$ cat config.mk
export PLATFORM = sky130hd
export DESIGN_NAME = b2b_div3
export DESIGN_NICKNAME = d
export VERILOG_FILES = /design/src/design/b2b_pkg.sv /design/src/design/b2b_div3.sv
export SDC_FILE = /design/constraint.sdc
export NUM_CORES = 1
export LEC_CHECK = 0
export BUFFER_PORTS_ARGS = -buffer_cell sky130_fd_sc_hd__buf_2
export CELL_PAD_IN_SITES_DETAIL_PLACEMENT = 0
export CELL_PAD_IN_SITES_GLOBAL_PLACEMENT = 1
export CORE_MARGIN = 3
export CORE_UTILIZATION = 52
export DETAILED_ROUTE_END_ITERATION = 16
export PLACE_DENSITY = 0.91
export SETUP_SLACK_MARGIN = 0.4
export SYNTH_ARGS = -nofsm -noshare
export SYNTH_HDL_FRONTEND = slang
export SYNTH_SLANG_ARGS = --single-unit
$ cat constraint.sdc
create_clock -name clk -period 6.43 [get_ports clk]
set_input_delay 0.643 -clock clk [delete_from_list [all_inputs] [get_ports clk]]
set_output_delay 0.643 -clock clk [all_outputs]
set_load 0.005 [all_outputs]
$ cat src/design/b2b_pkg.sv
// Shared constants and types for the B-spline to Bezier converter.
`default_nettype none

package b2b_pkg;

  // Digit width handled by one stage of the divide-by-three pipeline
  localparam int B2B_DIGIT = 16;
  // Reciprocal of three for one digit plus a two-bit remainder:
  // floor(v * B2B_RECIP3 / 2**B2B_RSHIFT) == floor(v / 3) for v < 2**B2B_RSHIFT
  localparam int B2B_RECIP_BITS = B2B_DIGIT + 2;
  localparam int B2B_RSHIFT = B2B_DIGIT + 3;
  localparam logic [B2B_RECIP_BITS-1:0] B2B_RECIP3 = 18'd174763;

  // Result position within the run caused by one de Boor point
  localparam logic [1:0] IDX_E   = 2'd0;
  localparam logic [1:0] IDX_F   = 2'd1;
  localparam logic [1:0] IDX_G   = 2'd2;
  localparam logic [1:0] IDX_END = 2'd3;

  // Role codes on the result channel
  localparam logic [1:0] ROLE_JUNCTION = 2'd0;
  localparam logic [1:0] ROLE_INNER1   = 2'd1;
  localparam logic [1:0] ROLE_INNER2   = 2'd2;

  // Point count at saturation, and the count at which the window is full
  localparam logic [2:0] PS_FULL = 3'd4;
  localparam logic [2:0] PS_READY = 3'd3;

  // Side-band tag that travels beside each result
  typedef struct packed {
    logic [1:0] role;
    logic       run_end;
    logic       curve_end;
  } tag_t;

endpackage

`default_nettype wire

$ cat src/design/b2b_div3.sv
// Pipelined unsigned divide-by-three, one 16-bit digit per stage, top digit first.
`default_nettype none

module b2b_div3
  import b2b_pkg::*;
#(
  parameter int WIDTH = 37
) (
  input  logic             clk,
  input  logic             en,
  input  logic [WIDTH-1:0] din,
  output logic [WIDTH-1:0] quot
);

  localparam int NSTG = (WIDTH + B2B_DIGIT - 1) / B2B_DIGIT;
  localparam int PW   = NSTG * B2B_DIGIT;
  localparam int VW   = B2B_DIGIT + 2;
  localparam int MW   = VW + B2B_RECIP_BITS;

  // Dividend with the digits done so far replaced by quotient digits
  logic [PW-1:0] val [NSTG];
  logic [1:0]    rem [NSTG];

  for (genvar s = 0; s < NSTG; s++) begin : g_stage
    localparam int POS = (NSTG - 1 - s) * B2B_DIGIT;

    logic [PW-1:0]        vin;
    logic [1:0]           rin;
    logic [VW-1:0]        v;
    logic [MW-1:0]        prod;
    logic [B2B_DIGIT-1:0] qd;
    logic [VW-1:0]        rfull;
    logic [PW-1:0]        vout;

    if (s == 0) begin : g_head
      assign vin = PW'(din);
      assign rin = 2'd0;
    end else begin : g_body
      assign vin = val[s-1];
      assign rin = rem[s-1];
    end

    // Divide remainder and digit by multiplying with the reciprocal
    assign v     = {rin, vin[POS +: B2B_DIGIT]};
    assign prod  = MW'(v) * MW'(B2B_RECIP3);
    assign qd    = prod[B2B_RSHIFT +: B2B_DIGIT];
    assign rfull = v - (VW'({qd, 1'b0}) + VW'(qd));

    // Swap the current digit for its quotient digit
    always_comb begin
      vout                   = vin;
      vout[POS +: B2B_DIGIT] = qd;
    end

    // Advance one digit
    always_ff @(posedge clk) begin
      if (en) begin
        val[s] <= vout;
        rem[s] <= rfull[1:0];
      end
    end
  end

  assign quot = val[NSTG-1][WIDTH-1:0];

endmodule

`default_nettype wire

==> run metrics, run 1 <==
arrival time worst endpoint=6020 ps; worst skew pair latency=370 ps; hold wc startpoint=val[0][12]$_DFFE_PP_; DR vias=9,727; vias in the first global route=10.1k; CTS tree=built; unrepaired setup endpoints after global routing=no; Tcrit/Tclk final=91.8%; endpoints failing hold=0; Placement Setup Slack=between 300 and 400 ps; I/O Pins=76; CTS Root Cell=clkbuf_16; Req. time, crit path=6550 ps; layout cells sized above 1=between 10% and 20%; fillers=2,376; Syn Area/Cell=11.1 um2; Setup violations, final=0; Post-synth EDFFs=about 110; Register-to-Register Path Depth=18; synth warn=0; Die X=about 180 um; ys flop type=edfxtp_1; CP Capture Type=flop; Hold Buf Count CTS=0; gr ovfl total=0; Post-Route Setup TNS=0 ps; final worst slack=527 ps; clk_skew=between 10 and 15 ps; I/O Buffers=74; number of inserted diodes=0; 1st-pass router iterations=5; DRT iter0 DRCs=~410; post-route ant nets=0; Slew HR=around half; Die ar.=approximately 32,000 um2; final wirelength=31,600 um; Hold Crit Class=reg -> reg; clk slew on worst S/H paths=80 ps; row cnt=62; ys async rst share=0%; Max Clk Rate=around 170 MHz; R2R Path Start=val[0][52]$_DFFE_PP_; CTS Buffer Depth=2; layout net count=2,119; Storage cell area=3360 um2; largest net degree at the start of global routing=60; crit start category=flop; Post-Syn Instances=1,387; antenna violations before repair=0; routed len/inst=16.4 um; placeable core area=28,900 um2; Synth Cell Area=roughly 15,000 um2; CTS buffer count=9; flops & latches, synth=112; combined area of the multi-input logic cells=10,400 um2; post-synthesis net count=approximately 2.0k; sequential share of the synthesized area=21.9%; via/cell ratio=5.06; Final Wtd Congestion=0.937; Initial Util=a little over half; Setup CP Type=reg -> reg; global-route wire length before repair=50,500 um; worst hold stages=0; min cycle time layout=5900 ps; area grow syn2layout=11.7%; Tightest Pin Transition=761 ps; HPWL after DPL=approximately 27,000 um; gr usage total=20.6%; synth unique cells=61; H-tree depth=3; Setup crit start=val[0][52]$_DFFE_PP_; crit-path max FO=5; Die H=around 180 um; maxcap violations=0; clock sink count=112; Slew Viols, Final=0; outcome=completed; DRC Markers=0
## Yosys cell counts, drive strengths merged (2+ instances only)
master / number / share of area, %
o21ai: 24 / 0.81
nand2: 23 / 0.56
a2111oi: 2 / 0.15
or2: 4 / 0.16
ha: 328 / 27
and3: 4 / 0.17
or3: 2 / 0.082
xor2: 16 / 0.91
a31o: 2 / 0.11
a211o: 2 / 0.11
xnor2: 35 / 2.0
a211oi: 5 / 0.24
o21a: 2 / 0.098
o21bai: 5 / 0.24
a221o: 2 / 0.13
a41oi: 3 / 0.34
nand2b: 2 / 0.082
and2: 5 / 0.20
o211ai: 4 / 0.23
a221oi: 3 / 0.21
edfxtp: 112 / 22
nor3: 7 / 0.23
a21oi: 34 / 1.1
nor2: 20 / 0.49
nand4: 4 / 0.16
nand4b: 2 / 0.11
nor2b: 5 / 0.20
inv: 467 / 11
a31oi: 2 / 0.16
fa: 219 / 29
nand3: 11 / 0.36
a21o: 14 / 0.69
## cell type report
cell class / count / area share (%)
clock buffer: 9 / 1.31
clock inverter: 6 / 0.314
inverter: 467 / 10.2
multi-input combinational: 806 / 60.8
sequential: 112 / 19.6
tap: 384 / 2.80
timing repair buffer: 137 / 4.93
## path summary, 6_finish.rpt
path	to	slack (ps)
setup reg to reg	val[0][107]$_DFFE_PP_	530
hold reg to reg	val[0][60]$_DFFE_PP_	410
hold / removal	val[0][60]$_DFFE_PP_	410
setup / recovery	val[0][107]$_DFFE_PP_	530
## timing repair
action                                 in CTS  in global routing
setup buffers                               0                 58
gates resized for setup                     0                 28
pin swaps                                   1                 10
setup endpoints to repair                   2                 10
endpoints found under the hold margin       0                  0
## flip-flops by register name (all words and copies together) (netlist names)
name and cells:
val 108, rem 4
## metrics by stage
| step | instance area [um2] | std cells | hold WS (ps) | util [%] |
|---|---|---|---|---|
| 6_report | 17100 | 1921 | 415 | 59.4 |
| 5_1_grt | 17100 | 1921 | 422 | 59.4 |
| 4_1_cts | 16500 | 1863 | 419 | 57.2 |
| 3_5_place_dp | 16200 | 1848 | 405 | 56.2 |
| 3_3_place_gp | 16200 | 1848 | 403 | 56.2 |
| 2_1_floorplan | 15300 | 1387 | 400 | - |
## worst max-delay path: stages (launching register included)
cell and delay (ps):
edfxtp_1 480, buf_4 200, ha_1 360, fa_1 510, inv_1 50, fa_1 480, fa_1 530, fa_1 450
fa_1 550, inv_1 40, ha_1 330, nand4_1 160, inv_1 100, a2111oi_4 330, o22ai_2 200, a41oi_4 370
nor2_1 130, a31o_1 240, xor2_1 130
## layout by cell type (no fill, tap or decap), types with 4 or more instances in the layout
cell type / netlist / final
nand4_1: 4 / 4
clkbuf_16: 0 / 9
a21oi_1: 33 / 33
a21o_1: 13 / 13
buf_4: 1 / 64
nand3_1: 11 / 11
inv_1: 467 / 467
xor2_1: 16 / 14
xnor2_1: 35 / 35
o21ai_0: 20 / 19
fa_1: 219 / 218
ha_4: 0 / 12
nand2_1: 23 / 23
nor2_1: 20 / 18
nor3_1: 7 / 5
and2_1: 5 / 5
o21bai_1: 5 / 5
nor2b_1: 5 / 5
ha_1: 328 / 313
buf_2: 0 / 73
a211oi_1: 5 / 5
edfxtp_1: 112 / 112
## routing by layer
layer,wire length [um],GRT usage (%),up-vias,part of all wire (%)
met5,0,0,-,0
met4,861,5.79,0,2.7
met3,1150,2.97,52,3.6
met2,16400,36.4,187,52
met1,13200,26.5,4835,42
li1,-,-,4653,-
## kinds of logic (layout without fill, tap and decap cells)
kind of cell	count (synthesis)	count (layout)	share of synthesized area [%]
other	1	1	0.0244
DFF	112	112	21.9
AOI/OAI and AO/OA	114	114	5.31
and+or+nand+nor	92	92	2.98
adders and majority gates	547	547	55.3
buffers and inverters	469	619	11.5
muxes	1	1	0.0652
xor gates and xnor gates	51	51	2.91
Power of run 1 is not shown: default switching activity piles up to over one toggle a cycle in this logic, so the estimate is an artifact.
==> run 2, diff against run 1 <==
- CORE_UTILIZATION: 52 -> 30
- PLACE_DENSITY: 0.91 -> 0.54
==> run 2 against run 1 <==
Effect of this change: flip-flop and latch count did not move; worst setup slack better by 35 ps; routed wire length rose by 11%; first-iteration DRC count is 23% lower; via count fell by 4.7%; core utilization shrank 25 points; fmax increased by 0.59%; clock skew decreased by 0.90 ps.
==> run metrics, run 2 (synthesis gave the netlist of run 1 again) <==
clk slew on worst S/H paths=90 ps (about the same); CP max-delay cell=fa_1; min cycle time layout=5870 ps (-34.8 ps); Slew Viols, Final=0 (unchanged); most frequent cells in the layout=inv_1 (466), ha_1 (317), fa_1 (219), edfxtp_1 (112), buf_2 (73); Tightest Pin Transition=1050 ps (+285 ps); clk_skew=10.0 ps (-0.902 ps); max reg flops=108 (unchanged); Hold Crit Class=reg -> reg; DRT iter0 DRCs=314 (-23%); global-route wire length before repair=55,300 um (+9.5%); layer with the highest usage=met2; Top delay family on crit path=adder cells; CP Capture Type=flop; gr usage total=13.4% (-7.2 points); crit start category=flop; Post-Route Setup TNS=0 ps (unchanged); crit-path max FO=4 (-1); vias in the first global route=10.1k (-0.36%); Crit path largest cell delay=520 ps (-30 ps); gr ovfl total=0 (unchanged); placeable core area=50,400 um2 (+75%); Die X=232 um (+31%); worst skew pair latency=390 ps (+20 ps); DRC Markers=0 (unchanged); final wirelength=34,900 um (+11%); clock sink count=112 (unchanged); via/cell ratio=4.21 (-17%); HPWL after DPL=30,500 um (+13%); post-route ant nets=0 (unchanged); CTS buffer count=9 (unchanged); largest net degree at the start of global routing=75 (+25%); grt met1 use=17.0% (-9.5 points); row cnt=82 (+32%); H-tree depth=3 (unchanged); number of inserted diodes=0 (unchanged); Inst Count DP=2,141 (+16%); crit path cell chain=buf_6 -> ha_1 -> inv_1 -> fa_1 -> inv_1 -> fa_1 -> inv_1 -> fa_1 -> fa_1 -> inv_1 -> ha_1 -> a211oi_2 -> nand2_1 -> or4_1 -> nand3_1 -> o21ai_1 -> xor2_1 -> ha_1 -> ha_1 -> nor2_2 -> xnor2_2 -> xnor2_1 -> xnor2_1; CTS tree=built; Req. time, crit path=6580 ps (+30 ps); outcome=completed; Setup violations, final=0 (unchanged); layout net count=2,111 (-0.38%); arrival time worst endpoint=6010 ps (about the same); Slew HR=30.3% (-19 points); area grow syn2layout=13.9%; Die ar.=53,900 um2 (+71%); hold slack=417 ps (+1.61 ps); CTS Buffer Depth=2 (unchanged); final non-filler cell total=2,202 (+15%); grt met2 use=23.6% (-13 points); Initial Util=30.5% (-23 points); Max Clk Rate=170 MHz (+0.59%); Tcrit/Tclk final=91.3% (-0.54 points); layout cells sized above 1=11.9% (-0.53 points); commonest non-fill, non-tap cell in the layout=inv_1; routed len/inst=15.9 um (-3.6%); Setup CP Type=reg -> reg; I/O Pins=76 (unchanged); unrepaired setup endpoints after global routing=yes; Die H=232 um (+31%); I/O Buffers=74 (unchanged); Final Wtd Congestion=0.844 (-9.9%); met3 Use GR=2.02% (-0.95 points); 1st-pass router iterations=4 (-1); Top reg by flops=val; biggest regs=val: 108 flops, rem: 4 flops; CTS Root Cell=clkbuf_16; endpoints failing hold=0 (unchanged); antenna violations before repair=0 (unchanged); DR vias=9,265 (-4.7%); maxcap violations=0 (unchanged); Worst Path Buf+Inv=5 (+1)
-- run 2: layout make-up --
type                    instances  area (um2)
clock inverters                 7        81.3
multi-input cells             806       10400
clock buffers                   9         225
well taps                     672         841
inverters                     467        1750
flip-flops and latches        112        3360
repair buffers                129         801
fillers                      5060       32900
-- run 2: metrics by stage --
stage	setup slack [ps]	instance area [um2]	util (%)
floorplan	788	15300	-
global placement	360	16600	33.0
detailed placement	309	16600	33.0
CTS	428	16900	33.6
global route	230	17500	34.7
finish	562	17500	34.7
-- run 2: final timing paths --
kind / startpoint / end / slack (ps) / depth (start not counted)
min reg2reg: val[0][8]$_DFFE_PP_ / val[0][56]$_DFFE_PP_ / 420 / 0
max: val[0][26]$_DFFE_PP_ / rem[0][3]$_DFFE_PP_ / 560 / 23
min: val[0][8]$_DFFE_PP_ / val[0][56]$_DFFE_PP_ / 420 / 0
max reg2reg: val[0][26]$_DFFE_PP_ / rem[0][3]$_DFFE_PP_ / 560 / 23
-- run 2: per-layer routing --
metal / share of wire, % / vias up
met5: 0 / -
met4: 2.1 / 0
met3: 2.2 / 24
met2: 51 / 68
met1: 44 / 4533
li1: - / 4640
-- run 2: what timing repair did --
action / CTS / global route
setup buffers: 1 / 44
endpoints found under the setup margin: 5 / 17
pin swaps: 1 / 19
cloned: 0 / 0
hold buffers: 0 / 0
gates resized for setup: 0 / 30
Power of run 2 is left out for the same reason.
